$ cat src/text_line_rotate_xor_hash_top_macros.svh
// Assertion macros shared by the text line hash RTL.
`ifndef TEXT_LINE_ROTATE_XOR_HASH_TOP_MACROS_SVH
`define TEXT_LINE_ROTATE_XOR_HASH_TOP_MACROS_SVH

`ifndef SYNTHESIS

// Same-cycle implication, sampled on clk, off during reset.
`define TLRXH_ASSERT_IMP(label, ante, cons) \
    label: assert property (@(posedge clk) disable iff (!rst_n) (ante) |-> (cons)) \
        else $error("assertion failed: label");

// Next-cycle implication, sampled on clk, off during reset.
`define TLRXH_ASSERT_NXT(label, ante, cons) \
    label: assert property (@(posedge clk) disable iff (!rst_n) (ante) |=> (cons)) \
        else $error("assertion failed: label");

`else

`define TLRXH_ASSERT_IMP(label, ante, cons)
`define TLRXH_ASSERT_NXT(label, ante, cons)

`endif

`endif

$ cat src/tlrxh_pkg.sv
// Types and constants for the text line rotate-xor hash.
package tlrxh_pkg;

    // Marker matcher: "//-", V or v, 3 or 4 digits, trailing whitespace.
    typedef enum logic [9:0] {
        MS_IDLE = 10'b00_0000_0001,
        MS_S1   = 10'b00_0000_0010,
        MS_S2   = 10'b00_0000_0100,
        MS_S3   = 10'b00_0000_1000,
        MS_LET  = 10'b00_0001_0000,
        MS_D1   = 10'b00_0010_0000,
        MS_D2   = 10'b00_0100_0000,
        MS_D3   = 10'b00_1000_0000,
        MS_D4   = 10'b01_0000_0000,
        MS_WS   = 10'b10_0000_0000
    } match_state_t;

    localparam logic [7:0] CH_SLASH = 8'h2F;
    localparam logic [7:0] CH_DASH  = 8'h2D;
    localparam logic [7:0] CH_UPV   = 8'h56;
    localparam logic [7:0] CH_LOWV  = 8'h76;
    localparam logic [7:0] CH_UNDER = 8'h5F;
    localparam logic [7:0] CH_SPACE = 8'h20;
    localparam logic [7:0] CH_TAB   = 8'h09;
    localparam logic [7:0] CH_LF    = 8'h0A;
    localparam logic [7:0] CH_VT    = 8'h0B;
    localparam logic [7:0] CH_FF    = 8'h0C;
    localparam logic [7:0] CH_CR    = 8'h0D;
    localparam logic [7:0] CH_ZERO  = 8'h30;
    localparam logic [7:0] CH_NINE  = 8'h39;

    localparam logic MODE_LEGACY = 1'b0;
    localparam logic MODE_MARKER = 1'b1;

    localparam logic ADDR_HASH_MODE = 1'b0;

    function automatic logic is_ws6(input logic [7:0] b);
        return (b == CH_SPACE) || (b == CH_TAB) || (b == CH_LF) ||
               (b == CH_CR) || (b == CH_VT) || (b == CH_FF);
    endfunction

    function automatic logic is_accepting(input match_state_t s);
        return (s == MS_D3) || (s == MS_D4) || (s == MS_WS);
    endfunction

endpackage

$ cat src/text_line_rotate_xor_hash_top.sv
// Text line rotate-xor hash: top level with matcher and hash datapath.
//
// Bytes of a line arrive on the byte channel (data_byte, no_byte, line_end,
// byte_valid/byte_stall). The item with line_end set closes the line and
// yields one 32-bit line_hash on the hash channel (hash_valid/hash_stall);
// other items yield nothing. no_byte marks an item that carries no byte,
// used to close an empty line, which hashes to 0.
// An item is taken into an input register, processed by one pass of logic
// (rotate, xor, marker matcher) and the hash lands in the result register,
// whose valid flag is hash_valid. One item is accepted per cycle while the
// result register is free or being drained. When hash_stall holds the
// result, the input register still fills once and byte_stall then rises
// until the result is taken.
// hash_mode (APB address 0, reset 1) selects marker stripping (1) or legacy
// digit/whitespace normalization (0); write it only while the block is idle.
// Reset clears all line state and both pipeline valid bits; no clearing pass.
module text_line_rotate_xor_hash_top (
    input  logic        clk,
    input  logic        rst_n,
    // configuration
    input  logic        psel,
    input  logic        penable,
    input  logic        pwrite,
    input  logic [2:0]  paddr,
    input  logic [31:0] pwdata,
    output logic [31:0] prdata,
    output logic        pready,
    // bytes
    input  logic        byte_valid,
    output logic        byte_stall,
    input  logic [7:0]  data_byte,
    input  logic        no_byte,
    input  logic        line_end,
    // hashes
    output logic        hash_valid,
    input  logic        hash_stall,
    output logic [31:0] line_hash
);

`include "text_line_rotate_xor_hash_top_macros.svh"

    logic                    mode_reg;
    logic                    s1_valid_reg;
    logic [7:0]              s1_byte_reg;
    logic                    s1_nob_reg;
    logic                    s1_end_reg;
    logic                    out_valid_reg;
    logic [31:0]             out_hash_reg;

    logic [31:0]             running_hash_reg, running_hash_next;
    logic [31:0]             lag0_reg, lag0_next;
    logic [31:0]             lag1_reg, lag1_next;
    logic [31:0]             chain_start_reg, chain_start_next;
    tlrxh_pkg::match_state_t match_state_reg, match_state_next;
    logic                    chain_valid_reg, chain_valid_next;
    logic                    prev_digit_reg, prev_digit_next;
    logic [31:0]             end_hash;

    logic advance;
    logic accept;
    logic cfg_write;

    // configuration port
    assign pready    = 1'b1;
    assign cfg_write = psel && penable && pwrite;
    assign prdata    = (paddr[2] == tlrxh_pkg::ADDR_HASH_MODE) ? {31'd0, mode_reg} : 32'd0;

    always_ff @(posedge clk or negedge rst_n)
    begin
        if (!rst_n)
        begin
            mode_reg <= tlrxh_pkg::MODE_MARKER;
        end
        else if (cfg_write && (paddr[2] == tlrxh_pkg::ADDR_HASH_MODE))
        begin
            mode_reg <= pwdata[0];
        end
    end

    // pipeline control
    assign advance    = s1_valid_reg && (!out_valid_reg || !hash_stall);
    assign byte_stall = s1_valid_reg && !advance;
    assign accept     = byte_valid && !byte_stall;
    assign hash_valid = out_valid_reg;
    assign line_hash  = out_hash_reg;

    always_ff @(posedge clk or negedge rst_n)
    begin
        if (!rst_n)
        begin
            s1_valid_reg  <= 1'b0;
            out_valid_reg <= 1'b0;
        end
        else
        begin
            if (accept)
            begin
                s1_valid_reg <= 1'b1;
            end
            else if (advance)
            begin
                s1_valid_reg <= 1'b0;
            end
            if (advance && s1_end_reg)
            begin
                out_valid_reg <= 1'b1;
            end
            else if (!hash_stall)
            begin
                out_valid_reg <= 1'b0;
            end
        end
    end

    always_ff @(posedge clk)
    begin
        if (accept)
        begin
            s1_byte_reg <= data_byte;
            s1_nob_reg  <= no_byte;
            s1_end_reg  <= line_end;
        end
        if (advance && s1_end_reg)
        begin
            out_hash_reg <= end_hash;
        end
    end

    // one byte through hash and marker matcher
    always_comb
    begin
        logic [7:0] b;
        logic       digit;
        logic       high;
        logic       ws;
        logic       count;
        logic [7:0] sym;

        b     = s1_byte_reg;
        digit = (b >= tlrxh_pkg::CH_ZERO) && (b <= tlrxh_pkg::CH_NINE);
        high  = b[7];
        ws    = tlrxh_pkg::is_ws6(b);
        sym   = digit && (mode_reg == tlrxh_pkg::MODE_LEGACY) ? tlrxh_pkg::CH_UNDER : b;

        if (mode_reg == tlrxh_pkg::MODE_LEGACY)
        begin
            count = !high && !ws && (!digit || !prev_digit_reg);
        end
        else
        begin
            count = !high && (b != tlrxh_pkg::CH_SPACE) && (b != tlrxh_pkg::CH_TAB);
        end

        running_hash_next = running_hash_reg;
        lag0_next         = lag0_reg;
        lag1_next         = lag1_reg;
        chain_start_next  = chain_start_reg;
        match_state_next  = match_state_reg;
        chain_valid_next  = chain_valid_reg;
        prev_digit_next   = prev_digit_reg;

        if (!s1_nob_reg)
        begin
            match_state_next = tlrxh_pkg::MS_IDLE;
            chain_valid_next = 1'b0;
            if (b == tlrxh_pkg::CH_SLASH)
            begin
                unique case (match_state_reg)
                    tlrxh_pkg::MS_S1:
                    begin
                        match_state_next = tlrxh_pkg::MS_S2;
                        chain_valid_next = chain_valid_reg;
                    end
                    tlrxh_pkg::MS_S2:
                    begin
                        match_state_next = tlrxh_pkg::MS_S2;
                    end
                    default:
                    begin
                        // a slash right after a full marker may continue the chain
                        match_state_next = tlrxh_pkg::MS_S1;
                        chain_valid_next = tlrxh_pkg::is_accepting(match_state_reg);
                    end
                endcase
            end
            else if (b == tlrxh_pkg::CH_DASH)
            begin
                if (match_state_reg == tlrxh_pkg::MS_S2)
                begin
                    match_state_next = tlrxh_pkg::MS_S3;
                    // chain start is the hash ahead of the two slashes
                    if (!chain_valid_reg)
                    begin
                        chain_start_next = lag1_reg;
                    end
                end
            end
            else if ((b == tlrxh_pkg::CH_UPV) || (b == tlrxh_pkg::CH_LOWV))
            begin
                if (match_state_reg == tlrxh_pkg::MS_S3)
                begin
                    match_state_next = tlrxh_pkg::MS_LET;
                end
            end
            else if (digit)
            begin
                unique case (match_state_reg)
                    tlrxh_pkg::MS_LET: match_state_next = tlrxh_pkg::MS_D1;
                    tlrxh_pkg::MS_D1:  match_state_next = tlrxh_pkg::MS_D2;
                    tlrxh_pkg::MS_D2:  match_state_next = tlrxh_pkg::MS_D3;
                    tlrxh_pkg::MS_D3:  match_state_next = tlrxh_pkg::MS_D4;
                    default:           match_state_next = tlrxh_pkg::MS_IDLE;
                endcase
            end
            else if (ws)
            begin
                if (tlrxh_pkg::is_accepting(match_state_reg))
                begin
                    match_state_next = tlrxh_pkg::MS_WS;
                end
            end

            lag1_next       = lag0_reg;
            lag0_next       = running_hash_reg;
            prev_digit_next = digit;
            if (count)
            begin
                running_hash_next = {running_hash_reg[30:0], running_hash_reg[31]} ^
                                    {24'd0, sym};
            end
        end

        if ((mode_reg == tlrxh_pkg::MODE_MARKER) &&
            tlrxh_pkg::is_accepting(match_state_next))
        begin
            end_hash = chain_start_next;
        end
        else
        begin
            end_hash = running_hash_next;
        end

        if (s1_end_reg)
        begin
            running_hash_next = 32'd0;
            lag0_next         = 32'd0;
            lag1_next         = 32'd0;
            chain_start_next  = 32'd0;
            match_state_next  = tlrxh_pkg::MS_IDLE;
            chain_valid_next  = 1'b0;
            prev_digit_next   = 1'b0;
        end
    end

    always_ff @(posedge clk or negedge rst_n)
    begin
        if (!rst_n)
        begin
            running_hash_reg <= 32'd0;
            lag0_reg         <= 32'd0;
            lag1_reg         <= 32'd0;
            chain_start_reg  <= 32'd0;
            match_state_reg  <= tlrxh_pkg::MS_IDLE;
            chain_valid_reg  <= 1'b0;
            prev_digit_reg   <= 1'b0;
        end
        else if (advance)
        begin
            running_hash_reg <= running_hash_next;
            lag0_reg         <= lag0_next;
            lag1_reg         <= lag1_next;
            chain_start_reg  <= chain_start_next;
            match_state_reg  <= match_state_next;
            chain_valid_reg  <= chain_valid_next;
            prev_digit_reg   <= prev_digit_next;
        end
    end

    `TLRXH_ASSERT_NXT(a_line_end_clears, advance && s1_end_reg,
        running_hash_reg == 32'd0 && !chain_valid_reg && !prev_digit_reg)
    `TLRXH_ASSERT_NXT(a_line_end_gives_hash, advance && s1_end_reg, out_valid_reg)
    `TLRXH_ASSERT_IMP(a_chain_in_prefix, chain_valid_reg,
        match_state_reg == tlrxh_pkg::MS_S1 || match_state_reg == tlrxh_pkg::MS_S2)
    `TLRXH_ASSERT_NXT(a_lag_shift, advance && !s1_nob_reg && !s1_end_reg,
        lag0_reg == $past(running_hash_reg) && lag1_reg == $past(lag0_reg))

endmodule

$ cat config.mk
export PLATFORM = sky130hd
export DESIGN_NAME = text_line_rotate_xor_hash_top
export DESIGN_NICKNAME = d
export VERILOG_FILES = /design/src/tlrxh_pkg.sv /design/src/text_line_rotate_xor_hash_top.sv
export VERILOG_INCLUDE_DIRS = /design/src /design/src/src
export SDC_FILE = /design/constraint.sdc
export NUM_CORES = 1
export LEC_CHECK = 0
export BUFFER_PORTS_ARGS = -buffer_cell sky130_fd_sc_hd__buf_2
export CORE_MARGIN = 5
export CORE_UTILIZATION = 57
export CTS_CLUSTER_SIZE = 16
export DETAILED_ROUTE_END_ITERATION = 7
export PLACE_DENSITY = 0.89
export SYNTH_ARGS = -nofsm -noshare
export SYNTH_HDL_FRONTEND = slang
export SYNTH_SLANG_ARGS = --single-unit
$ cat constraint.sdc
create_clock -name clk -period 3.7 [get_ports clk]
set_input_delay 0.185 -clock clk [delete_from_list [all_inputs] [get_ports clk]]
set_output_delay 0.185 -clock clk [all_outputs]
set_load 0.02 [all_outputs]
* Word-level counts from Yosys, hierarchy flattened
Cells that the tools add are included.
** Operators by class
- Add/sub/neg operators :: 0
- Multiply operators :: 0
- Divide/modulo/power cells :: 0
- $lt $le $gt $ge :: 2
- Equality and inequality tests :: 27
- Shift-type cells :: 0
- Mux-type cells :: 39
- Bitwise logic cells :: 3
- Reductions and logical operators :: 38
** Operator list (count)
- $mux W32 :: 14
- $mux W10 :: 8
- $eq A8 B4 Y1 const B :: 5
- $pmux W9 S4 :: 1
- $xor A32 B8 Y32 :: 1
- $eq A8 B6 Y1 const B :: 3
- $eq A10 B10 Y1 const B :: 2
- $eq A10 B8 Y1 const B :: 2
- $eq A10 B9 Y1 const B :: 2
- $eq A8 B7 Y1 const B :: 2
- $logic_and A1 B1 Y1 :: 14
- $logic_or A1 B1 Y1 :: 12
- $mux W1 :: 11
- $eq A10 B2 Y1 const B :: 1
- $eq A10 B3 Y1 const B :: 1
- $eq A10 B4 Y1 const B :: 1
- $eq A10 B5 Y1 const B :: 1
- $eq A10 B6 Y1 const B :: 1
- $eq A10 B7 Y1 const B :: 1
- $ge A8 B6 Y1 const B :: 1
- $le A8 B6 Y1 const B :: 1
- $logic_not A1 Y1 :: 8
- $mux W8 :: 1
- $ne A8 B4 Y1 const B :: 1
- 12 further kinds :: 14
** Word-level totals
- Flip-flop bits (word level) :: 185
- Latch bits :: 0
- RAM bits :: 0
- ROM bits :: 0
- Bits of input ports :: 52
- Output and inout bits :: 67
- Memories kept :: 0

* Depth between registers and ports, before layout
Gate-level depths: netlist of run 1.
- Word-level depth :: 17
- Depth in mapped cells :: 9
- Gate-level depth less buffers :: 7

* Worst setup path before layout of run 1
OpenSTA, ideal clock, no wires.
- Kind :: reg-to-reg
- Start point :: reg match_state_reg[5]
- End point :: reg out_hash_reg[1] (netlist: line_hash[1]) (data pin)
- Arrival time :: 2.549 ns
- Required time :: 3.438 ns
- Slack :: 0.889 ns
- Stages on the path, launching flop included :: 10
- Buffers on the path :: 2
- Clock period less this slack :: 2.811 ns
- Cells stage by stage :: dfrtp_1 > buf_6 > or4_4 > nor4_2 > o21ai_1 > and3_1 > a32o_2 > a2111oi_4 > buf_6 > mux2i_1
** Between the ends
- Longest elaborated chain between the ends :: 15
- Elaborated cells between the ends (all ways) :: 34
- Those cells by class :: 12 x eq/ne; 16 x mux; 6 x reduce/logical
** RTL lines
- from (decl) :: line text_line_rotate_xor_hash_top.sv:54 : tlrxh_pkg::match_state_t match_state_reg, match_state_next;
- from (signal assigned) :: line text_line_rotate_xor_hash_top.sv:263 : match_state_reg <= tlrxh_pkg::MS_IDLE;
- from (signal assigned) :: line text_line_rotate_xor_hash_top.sv:273 : match_state_reg <= match_state_next;
- $eq A10 B8 Y1 or $eq A10 B9 Y1 (tied branches) :: line tlrxh_pkg.sv:43, text_line_rotate_xor_hash_top.sv:207
- $logic_or A1 B1 Y1 (2 in a row) :: line tlrxh_pkg.sv:43 : return (s == MS_D3) || (s == MS_D4) || (s == MS_WS);
- $mux W10 :: line text_line_rotate_xor_hash_top.sv:217 : if (tlrxh_pkg::is_accepting(match_state_reg))
- $mux W10 :: line text_line_rotate_xor_hash_top.sv:215 : else if (ws)
- $mux W10 :: line text_line_rotate_xor_hash_top.sv:205 : else if (digit)
- $mux W10 :: line text_line_rotate_xor_hash_top.sv:198 : else if ((b == tlrxh_pkg::CH_UPV) || (b == tlrxh_pkg::CH_LOWV))
- $mux W10 :: line text_line_rotate_xor_hash_top.sv:186 : else if (b == tlrxh_pkg::CH_DASH)
- $mux W10 :: line text_line_rotate_xor_hash_top.sv:166 : if (b == tlrxh_pkg::CH_SLASH)
- $mux W10 :: line text_line_rotate_xor_hash_top.sv:162 : if (!s1_nob_reg)
- $eq A10 B8 Y1 or $eq A10 B9 Y1 (tied branches) :: line tlrxh_pkg.sv:43
- $logic_or A1 B1 Y1 (2 in a row) :: line tlrxh_pkg.sv:43
- $logic_and A1 B1 Y1 :: line text_line_rotate_xor_hash_top.sv:233 : if ((mode_reg == tlrxh_pkg::MODE_MARKER) &&
- $mux W32 * :: line text_line_rotate_xor_hash_top.sv:233
- via end_hash[1] :: line text_line_rotate_xor_hash_top.sv:57 : logic [31:0] end_hash;
- to (signal assigned) :: line text_line_rotate_xor_hash_top.sv:125 : out_hash_reg <= end_hash;
- to (decl) :: line text_line_rotate_xor_hash_top.sv:48 : logic [31:0] out_hash_reg;
The timed path passes the listed nets; every way through them passes the cells marked *.
A chain may end at the register's enable or synchronous reset.

* Worst setup path after layout of run 1
- Start point :: reg s1_byte_reg[1]
- End point :: reg out_hash_reg[3] (netlist: line_hash[3]) (data pin)
** Between the ends
- Longest elaborated chain between the ends :: 17
- Elaborated cells between the ends (all ways) :: 50
- Those cells by class :: 2 x order compare; 15 x eq/ne; 14 x mux; 1 x bitwise; 18 x reduce/logical
** RTL lines
- from (decl) :: line text_line_rotate_xor_hash_top.sv:44 : logic [7:0] s1_byte_reg;
- from (signal assigned) :: line text_line_rotate_xor_hash_top.sv:119 : s1_byte_reg <= data_byte;
- $eq A8 B6 Y1 or $eq A8 B4 Y1 (tied branches) :: line tlrxh_pkg.sv:38 : return (b == CH_SPACE) || (b == CH_TAB) || (b == CH_LF) ||
- $logic_or A1 B1 Y1 (3 in a row) :: line tlrxh_pkg.sv:38
- $logic_or A1 B1 Y1 (2 in a row) :: line tlrxh_pkg.sv:39 : (b == CH_CR) || (b == CH_VT) || (b == CH_FF);
- $mux W10 :: line text_line_rotate_xor_hash_top.sv:215
- $mux W10 :: line text_line_rotate_xor_hash_top.sv:205
- $mux W10 :: line text_line_rotate_xor_hash_top.sv:198
- $mux W10 :: line text_line_rotate_xor_hash_top.sv:186
- $mux W10 :: line text_line_rotate_xor_hash_top.sv:166
- $mux W10 :: line text_line_rotate_xor_hash_top.sv:162
- $eq A10 B8 Y1 or $eq A10 B9 Y1 (tied branches) :: line tlrxh_pkg.sv:43
- $logic_or A1 B1 Y1 (2 in a row) :: line tlrxh_pkg.sv:43
- $logic_and A1 B1 Y1 :: line text_line_rotate_xor_hash_top.sv:233
- $mux W32 * :: line text_line_rotate_xor_hash_top.sv:233
- via end_hash[3] :: line text_line_rotate_xor_hash_top.sv:57
Marked as above.

==> metrics.txt, run 1 <==
Starting Density 57.63%; Pwr Total 4.299 mW; hold crit path type in -> reg; HPWL Detailed 10590 µm; vias per cell 6.295; Tmin final 3.275 ns; initial antenna violation count 0; xor/xnor cell area share of the yosys netlist 1.163%; max cap viols 0; largest net degree at the start of global routing 97; sequential area share after synthesis 58.48%; Critical Path AT 3.53 ns; synthesized instance count 643; DRC 0; post-CTS sizing 0; highest clock rate 305.3 MHz; setup TNS 0 ns; Critical Path RT 3.96 ns; total CTS buffers 17; proportion of synthesized area in mux cells 11.74%; gr usage total 22.08%; Pleak 4.131 nW; final RePlAce weighted congestion 0.8727; Max-slew headroom 22.87%; post-synthesis cell type count 54; Synth-to-Final Area Change 13.06%; most common cell after layout, fill and taps aside dfrtp_1; RSZ-0062 raised after global routing no; n_diodes 0; CTS max path bufs 2; async set or reset register ratio after synthesis 77.30%; area share of the largest cell type after synthesis 42.61%; final worst path period share 88.52%; routed via count 5640; post-synth top area cell dfrtp_1; largest cells by area after synthesis dfrtp_1 (43%), edfxtp_1 (15%), a22o_1 (13%), mux2i_1 (12%), buf_4 (3.0%); crit path max fanout 32; fin nets 751; first-pass detailed-route iteration total 5; global-route wire length before repair 29320 µm; commonest cells after routing, fill and taps aside dfrtp_1 (141), a22o_1 (122), mux2i_1 (96); total grt overflow 0; post-synthesis adder-cell area fraction 0%; crit end category flip-flop; CTS tree built; port bufs 53; Detail Route Antenna Nets 0; htree depth 4; main combinational cell family by area after synthesis compound AO/OA/AOI/OAI gates; Core Area 0.01437 mm²; ys flop type dfrtp_1; compound-cell area share of the yosys netlist 17.12%; Clock Tree Root clkbuf_16; setup violators final 0; Setup CP Type reg -> reg; total clock sinks 185; num ports 119; number of global-route vias before repair 5579; Final Skew 0.01002 ns; Post-synth EDFFs 42; Slew Limit Fails 0; Avg Cell Area, Syn 12.88 µm²; Cell Area, Synth 0.008280 mm²; maximum vdd drop 0.3722 mV; wire per inst 20.17 µm; FF+latch count, synth 185; Hold Slack 0.04189 ns; worst skew pair latency 0.43 ns; Die W 130.5 µm; row count 44; Worst Tran Pin Value 1.154 ns; final wirelength 18070 µm; Post-Synth Simple-Gate Area 5.953%; run status complete, no violations; share of layout cells above drive strength 1 16.71%; final hold vios 0; Reg clk slew, reported paths 0.07 ns; Die Ht 130.5 µm; Die ar. 0.01704 mm²; nature of the critical path startpoint flip-flop; Pwr Density 459.2 mW/mm²; Yosys warning count 0; drt initial violations 672
area by class of cell:
class / count / area, µm²
clock buffers: 19 / 454.2
clock inverters: 13 / 107.6
fillers: 995 / 5007
inverters: 4 / 15.01
multi-input cells: 410 / 3161
flip-flops and latches: 185 / 4842
well taps: 184 / 230.2
repair buffers: 81 / 551.8
kinds of logic (layout without fill, tap and decap cells):
logic type	after synthesis	in the layout
flops	185	185
compound gates	176	176
mux	97	97
simple gates	94	94
buf+inv	78	117
xor+xnor	11	11
other cells	2	32
critical path: stages, from the launching register on:
cell       delay (ns)
edfxtp_1         0.57
nor4b_1          0.49
a21oi_1          0.08
o22a_1           0.21
or3_1            0.41
a32o_2           0.30
a2111oi_4        0.41
buf_12           0.32
mux2i_1          0.29
per-layer routing:
layer,vias to the layer above,global-route usage (%),share of wire [%]
li1,2479,-,-
met3,40,5.081,6.3
met2,231,35.60,50
met1,2890,29.23,41
met5,-,0,0
met4,0,8.832,2.2
repair_timing:
| item | CTS | global route |
|---|---|---|
| hold buffers | 13 | 0 |
| setup buffers | 0 | 0 |
| hold endpoints to repair | 105 | 0 |
path summary, 6_finish.rpt:
| check | to | startpoint | cells after the start | slack (ns) |
|---|---|---|---|---|
| min | hash_valid | hash_stall | 3 | 0.04 |
| min in group asynchronous | chain_start_reg[5] | rst_n | 2 | 0.42 |
| max reg2reg | line_hash[3] | s1_byte_reg[1] | 8 | 0.42 |
| max in group asynchronous | match_state_reg[0] | rst_n | 3 | 2.36 |
| max | line_hash[3] | s1_byte_reg[1] | 8 | 0.42 |
| min reg2reg | chain_start_reg[31] | chain_start_reg[31] | 2 | 0.48 |
Yosys cell counts (all sizes together) (4+ instances only):
cell type / n
nand3: 4
or3: 6
nand2b: 5
inv: 4
a21oi: 5
xnor2: 8
buf: 44
o21ai: 31
nand4: 4
a22o: 122
nor2: 21
edfxtp: 42
nor2b: 4
dfrtp: 141
clkbuf: 30
nand2: 26
nor3: 8
mux2i: 96
stage by stage:
stage / std cells / util, % / setup WS, ns / instance area, µm²
after floorplan: 673 / - / 0.8892 / 8393
after global placement: 851 / 60.34 / 0.6621 / 8670
after detailed placement: 851 / 60.34 / 0.5682 / 8670
final: 896 / 65.15 / 0.4249 / 9361
after global routing: 896 / 65.15 / 0.2988 / 9361
after CTS: 896 / 65.15 / 0.4729 / 9361
power by group:
part           leakage (nW)  internal, mW  switching (mW)  total (mW)
combinational          1.46         0.110           0.266       0.376
sequential             2.39          2.15          0.0508        2.20
clock                 0.279         0.916           0.805        1.72
(Power assumes the default switching activity.)
==> run 2: changes to the inputs <==
CTS_BUF_LIST = sky130_fd_sc_hd__clkbuf_16   (was unset)
clock period = 3.3 ns   (was 3.7 ns; I/O delays follow)
==> run 2 against run 1 <==
Count of clock-buffer cells in the layout fell by 2. Cell count rose by 0.89%. Sequential power rose by 12%.
==> metrics.txt, run 2 (synthesized netlist as in run 1, its figures left out) <==
Die ar. 0.01704 mm²; gr usage total 21.65%; Core Area 0.01437 mm²; area of the multi-input gates 0.003173 mm²; Pleak 4.162 nW; drt initial violations 730; most common cell after layout, fill and taps aside dfrtp_1; RSZ-0062 raised after global routing no; Power Internal 3.581 mW; Final Skew 0.007919 ns; Critical Path AT 3.45 ns; final hold vios 0; final RePlAce weighted congestion 0.9031; crit end category flip-flop; Net Sw Frac 25.68%; total clock sinks 185; fin nets 759; total grt overflow 0; worst-case reg-to-reg path depth 8; Place WS 0.2193 ns; Setup CP Type reg -> reg; wire per inst 20.13 µm; vias per cell 6.350; grt peak-use layer met2; GR Util met3 5.285%; Clock Tree Root clkbuf_16; sw power 1.237 mW; final wirelength 18200 µm; final worst path period share 96.70%; max cap viols 0; reg-to-reg setup timing slack 0.11 ns; run status complete, no violations; Worst Tran Pin Value 1.082 ns; Comb pwr share 8.9%; Detail Route Antenna Nets 0; CTS max path bufs 2; DRC 0; Pwr Density 512.1 mW/mm²; crit path max fanout 13; first-pass detailed-route iteration total 6; hold crit path type in -> reg; Reg clk slew, reported paths 0.07 ns; setup TNS 0 ns; Global Route met1 Usage 27.68%; HPWL Detailed 10950 µm; total CTS buffers 17; Synth-to-Final Area Change 13.64%; maximum vdd drop 0.3593 mV; largest net degree at the start of global routing 121; commonest cells after routing, fill and taps aside dfrtp_1 (141), a22o_1 (122), mux2i_1 (96); setup violators final 0; Slew Limit Fails 0; n_diodes 0; CTS tree built; share of layout cells above drive strength 1 17.50%; GR Layer Usage met2 36.42%; Starting Density 57.63%; Setup crit end line_hash[21]; initial antenna violation count 0; Worst R2R End line_hash[21]; highest clock rate 313.4 MHz; htree depth 4; worst skew pair latency 0.43 ns; Die W 130.5 µm; routed via count 5740; Fill cells 979; number of global-route vias before repair 5719; Clock Power Share 39.8%; Die Ht 130.5 µm; flip-flop and latch area 0.004842 mm²; port bufs 53; reg-to-reg startpoint s1_byte_reg[3]; setup slack after layout 0.1089 ns; Critical Path RT 3.56 ns; Tmin final 3.191 ns; num ports 119; global-route wire length before repair 28920 µm; Max-slew headroom 27.88%; Seq pwr share 51.3%; row count 44; nature of the critical path startpoint flip-flop; CP Launch Point s1_byte_reg[3]
==> run 2: how the worst min path moves through the flow <==
stage                  from  slack, ns  cells past startpoint                 end
4_1_cts          hash_stall       0.02                      3          hash_valid
3_3_place_gp   data_byte[5]       0.34                      1      s1_byte_reg[5]
6_report         hash_stall       0.04                      3          hash_valid
5_1_grt          hash_stall       0.02                      3          hash_valid
3_5_place_dp   data_byte[3]       0.34                      1      s1_byte_reg[3]
2_1_floorplan         rst_n      -0.13                      0  chain_start_reg[0]
==> run 2: timing repair <==
| item | 4_1_cts | 5_1_grt |
|---|---|---|
| endpoints found under the hold margin | 129 | 0 |
| buffers inserted | 0 | 0 |
| setup endpoints to repair | 0 | 13 |
| hold buffers | 13 | 0 |
| resized for setup | 0 | 2 |
==> run 2: cell type report <==
cell class                 instances  area share [%]
clock buffer                      17           4.521
timing repair buffer              89           6.369
tap                              184           2.446
multi-input combinational        410           33.72
inverter                           4          0.1596
sequential                       185           51.46
clock inverter                    15           1.330
==> run 2: stage by stage <==
step / cell area [µm²] / cells / utilization [%] / power [mW] / hold slack, ns
floorplan: 8393 / 673 / - / 2.784 / -0.1306
global placement: 8717 / 859 / 60.67 / 2.905 / 0.3437
detailed placement: 8717 / 859 / 60.67 / 2.922 / 0.3441
CTS: 9398 / 904 / 65.40 / 4.828 / 0.02018
global route: 9410 / 904 / 65.49 / 4.985 / 0.02430
finish: 9410 / 904 / 65.49 / 4.819 / 0.03957
==> run 2: routing by layer <==
| metal | vias to the layer above | routed length (µm) | part of all wire (%) |
|---|---|---|---|
| met5 | - | 0 | 0 |
| li1 | 2502 | - | - |
| met2 | 280 | 9068 | 50 |
| met3 | 65 | 1249 | 6.9 |
| met4 | 0 | 474 | 2.6 |
| met1 | 2893 | 7401 | 41 |
==> run 2: power by group through the flow <==
| stage | clock [mW] | combinational [mW] | sequential [mW] |
|---|---|---|---|
| final | 1.92 | 0.428 | 2.47 |
| after global routing | 2.04 | 0.464 | 2.48 |
| after CTS | 1.94 | 0.425 | 2.47 |
| after detailed placement | 0 | 0.411 | 2.51 |
| after global placement | 0 | 0.399 | 2.51 |
| after floorplan | 0 | 0.257 | 2.53 |
==> run 2: critical path, stage by stage (launching register included) <==
cell and delay [ns]:
edfxtp_1 0.51, nor4b_2 0.41, a21oi_1 0.10, o22a_1 0.22
or3_1 0.42, a32o_2 0.30, a2111oi_4 0.43, buf_4 0.35
mux2i_1 0.27
==> run 3: changes to the inputs <==
--- a/config.mk
+++ b/config.mk
@@ -10,3 +10,3 @@
 export CORE_MARGIN = 5
-export CORE_UTILIZATION = 57
+export CORE_UTILIZATION = 62
 export CTS_BUF_LIST = sky130_fd_sc_hd__clkbuf_16
@@ -14,3 +14,3 @@
 export DETAILED_ROUTE_END_ITERATION = 7
-export PLACE_DENSITY = 0.89
+export PLACE_DENSITY = 0.94
 export SYNTH_ARGS = -nofsm -noshare
==> constraint.sdc (replaced) <==
create_clock -name clk -period 4.1 [get_ports clk]
set_input_delay 0.82 -clock clk [delete_from_list [all_inputs] [get_ports clk]]
set_output_delay 0.82 -clock clk [all_outputs]
set_load 0.02 [all_outputs]
==> run 3 against run 2 <==
Total power is 17% lower. Register-to-register slack gained 0.64 ns. Critical path depth down 1. Routed wire length rose by 4.6%. Cell count fell by 3.3%. Clock skew grew 0.0051 ns. Count of clock-buffer cells in the layout rose by 3. Sequential power down 19%. Largest cell class unchanged.
==> metrics.txt, run 3 (synthesized netlist as in run 1, its figures left out) <==
total grt overflow 0; global-route wire length before repair 30880 µm; maximum vdd drop 0.3358 mV; Starting Density 62.78%; Worst Tran Pin Value 1.081 ns; Critical Path AT 3.71 ns; worst skew pair latency 0.44 ns; Die ar. 0.01577 mm²; first-pass detailed-route iteration total 5; Pleak 4.110 nW; final wirelength 19030 µm; share of layout cells above drive strength 1 16.62%; Final Skew 0.01298 ns; Synth-to-Final Area Change 11.76%; CTS tree built; Inst Count DP 842; fin cells 874; Reg clk slew, reported paths 0.06 ns; final hold vios 0; final RePlAce weighted congestion 0.9220; drt initial violations 688; Detail Route Antenna Nets 0; critical path, cell by cell nor4bb_1, nand2_1, nor2_1, a211oi_1, o21ai_4, a21o_1, a22o_1; vias per cell 6.518; Max-slew headroom 27.65%; number of global-route vias before repair 5902; Hold Slack 0.4781 ns; final worst path period share 81.76%; gr usage total 24.61%; Clock Tree Root clkbuf_16; post-CTS sizing 0; port bufs 53; DRC 0; Die Ht 125.6 µm; max cap viols 0; total clock sinks 185; Pwr Density 433.4 mW/mm²; Setup Buffers After CTS 0; critical path's slowest cell a21o_1; HPWL Detailed 11210 µm; Tmin final 3.352 ns; Setup CP Type reg -> reg; setup TNS 0 ns; wire per inst 21.77 µm; fin nets 737; CTS max path bufs 2; Critical Path RT 4.46 ns; largest net degree at the start of global routing 95; worst path bufs/invs 0; most common cell after layout, fill and taps aside dfrtp_1; Die W 125.6 µm; htree depth 4; flip-flop and latch area 0.004842 mm²; Hold-fix buffers, CTS 0; setup violators final 0; Pwr Total 4.011 mW; Fill cells 861; run status complete, no violations; RSZ-0062 raised after global routing no; n_diodes 0; area of the multi-input gates 0.003156 mm²; row count 42; Core Area 0.01319 mm²; initial antenna violation count 0; Slew Limit Fails 0; total CTS buffers 17; commonest cells after routing, fill and taps aside dfrtp_1 (141), a22o_1 (122), mux2i_1 (96); Crit path largest cell delay 0.81 ns; highest clock rate 298.3 MHz; nature of the critical path startpoint flip-flop; num ports 119; crit path max fanout 24; hold crit path type in -> async; routed via count 5697; crit end category flip-flop; CP top delay family compound AO/OA/AOI/OAI gates
run 3: changes by cell type in the layout (fill, tap and decap cells not counted), moves of 2 or more:
cell	previous run	this run
clkbuf_16	17	20
inv_8	2	0
dlygate4sd3_1	13	0
clkinv_1	4	0
inv_1	4	7
clkinvlp_4	2	0
buf_4	21	12
run 3: power by group:
group,total [mW],internal (mW),switching [mW]
clock network,1.69,1.00,0.691
logic,0.324,0.0885,0.236
registers,1.99,1.94,0.0506
run 3: layout make-up:
| class | count | share of cell area (%) |
|---|---|---|
| multi-input cells | 410 | 34.10 |
| flip-flops and latches | 185 | 52.33 |
| clock buffers | 20 | 5.408 |
| repair buffers | 67 | 4.340 |
| clock inverters | 12 | 1.284 |
| well taps | 176 | 2.380 |
| inverters | 4 | 0.1622 |
run 3: final timing paths:
| path | endpoint | slack, ns | cells past startpoint | startpoint |
|---|---|---|---|---|
| worst max-delay path | running_hash_reg[17] | 0.75 | 7 | s1_byte_reg[7] |
| worst min-delay path | lag1_reg[6] | 0.48 | 1 | rst_n |
| worst max register to register | running_hash_reg[17] | 0.75 | 7 | s1_byte_reg[7] |
| worst min register to register | lag1_reg[29] | 0.50 | 1 | lag0_reg[29] |
| max in group asynchronous | match_state_reg[0] | 2.67 | 2 | rst_n |
| min in group clk | lag1_reg[29] | 0.50 | 1 | lag0_reg[29] |
run 3: per-stage QoR:
step	setup WS (ns)	utilization [%]	area [µm²]
floorplan	1.068	-	8393
global placement	1.019	65.46	8635
detailed placement	0.8590	65.46	8635
CTS	0.8042	70.16	9254
global route	0.6345	70.16	9254
finish	0.7480	70.16	9254
run 3: per-layer routing:
layer  global-route usage [%]  share of wire (%)  vias to the layer above
li1                         -                  -                     2454
met1                    31.43                 40                     2889
met2                    39.49                 50                      289
met3                    5.586                6.3                       65
met4                    12.95                3.6                        0
met5                        0                  0                        -
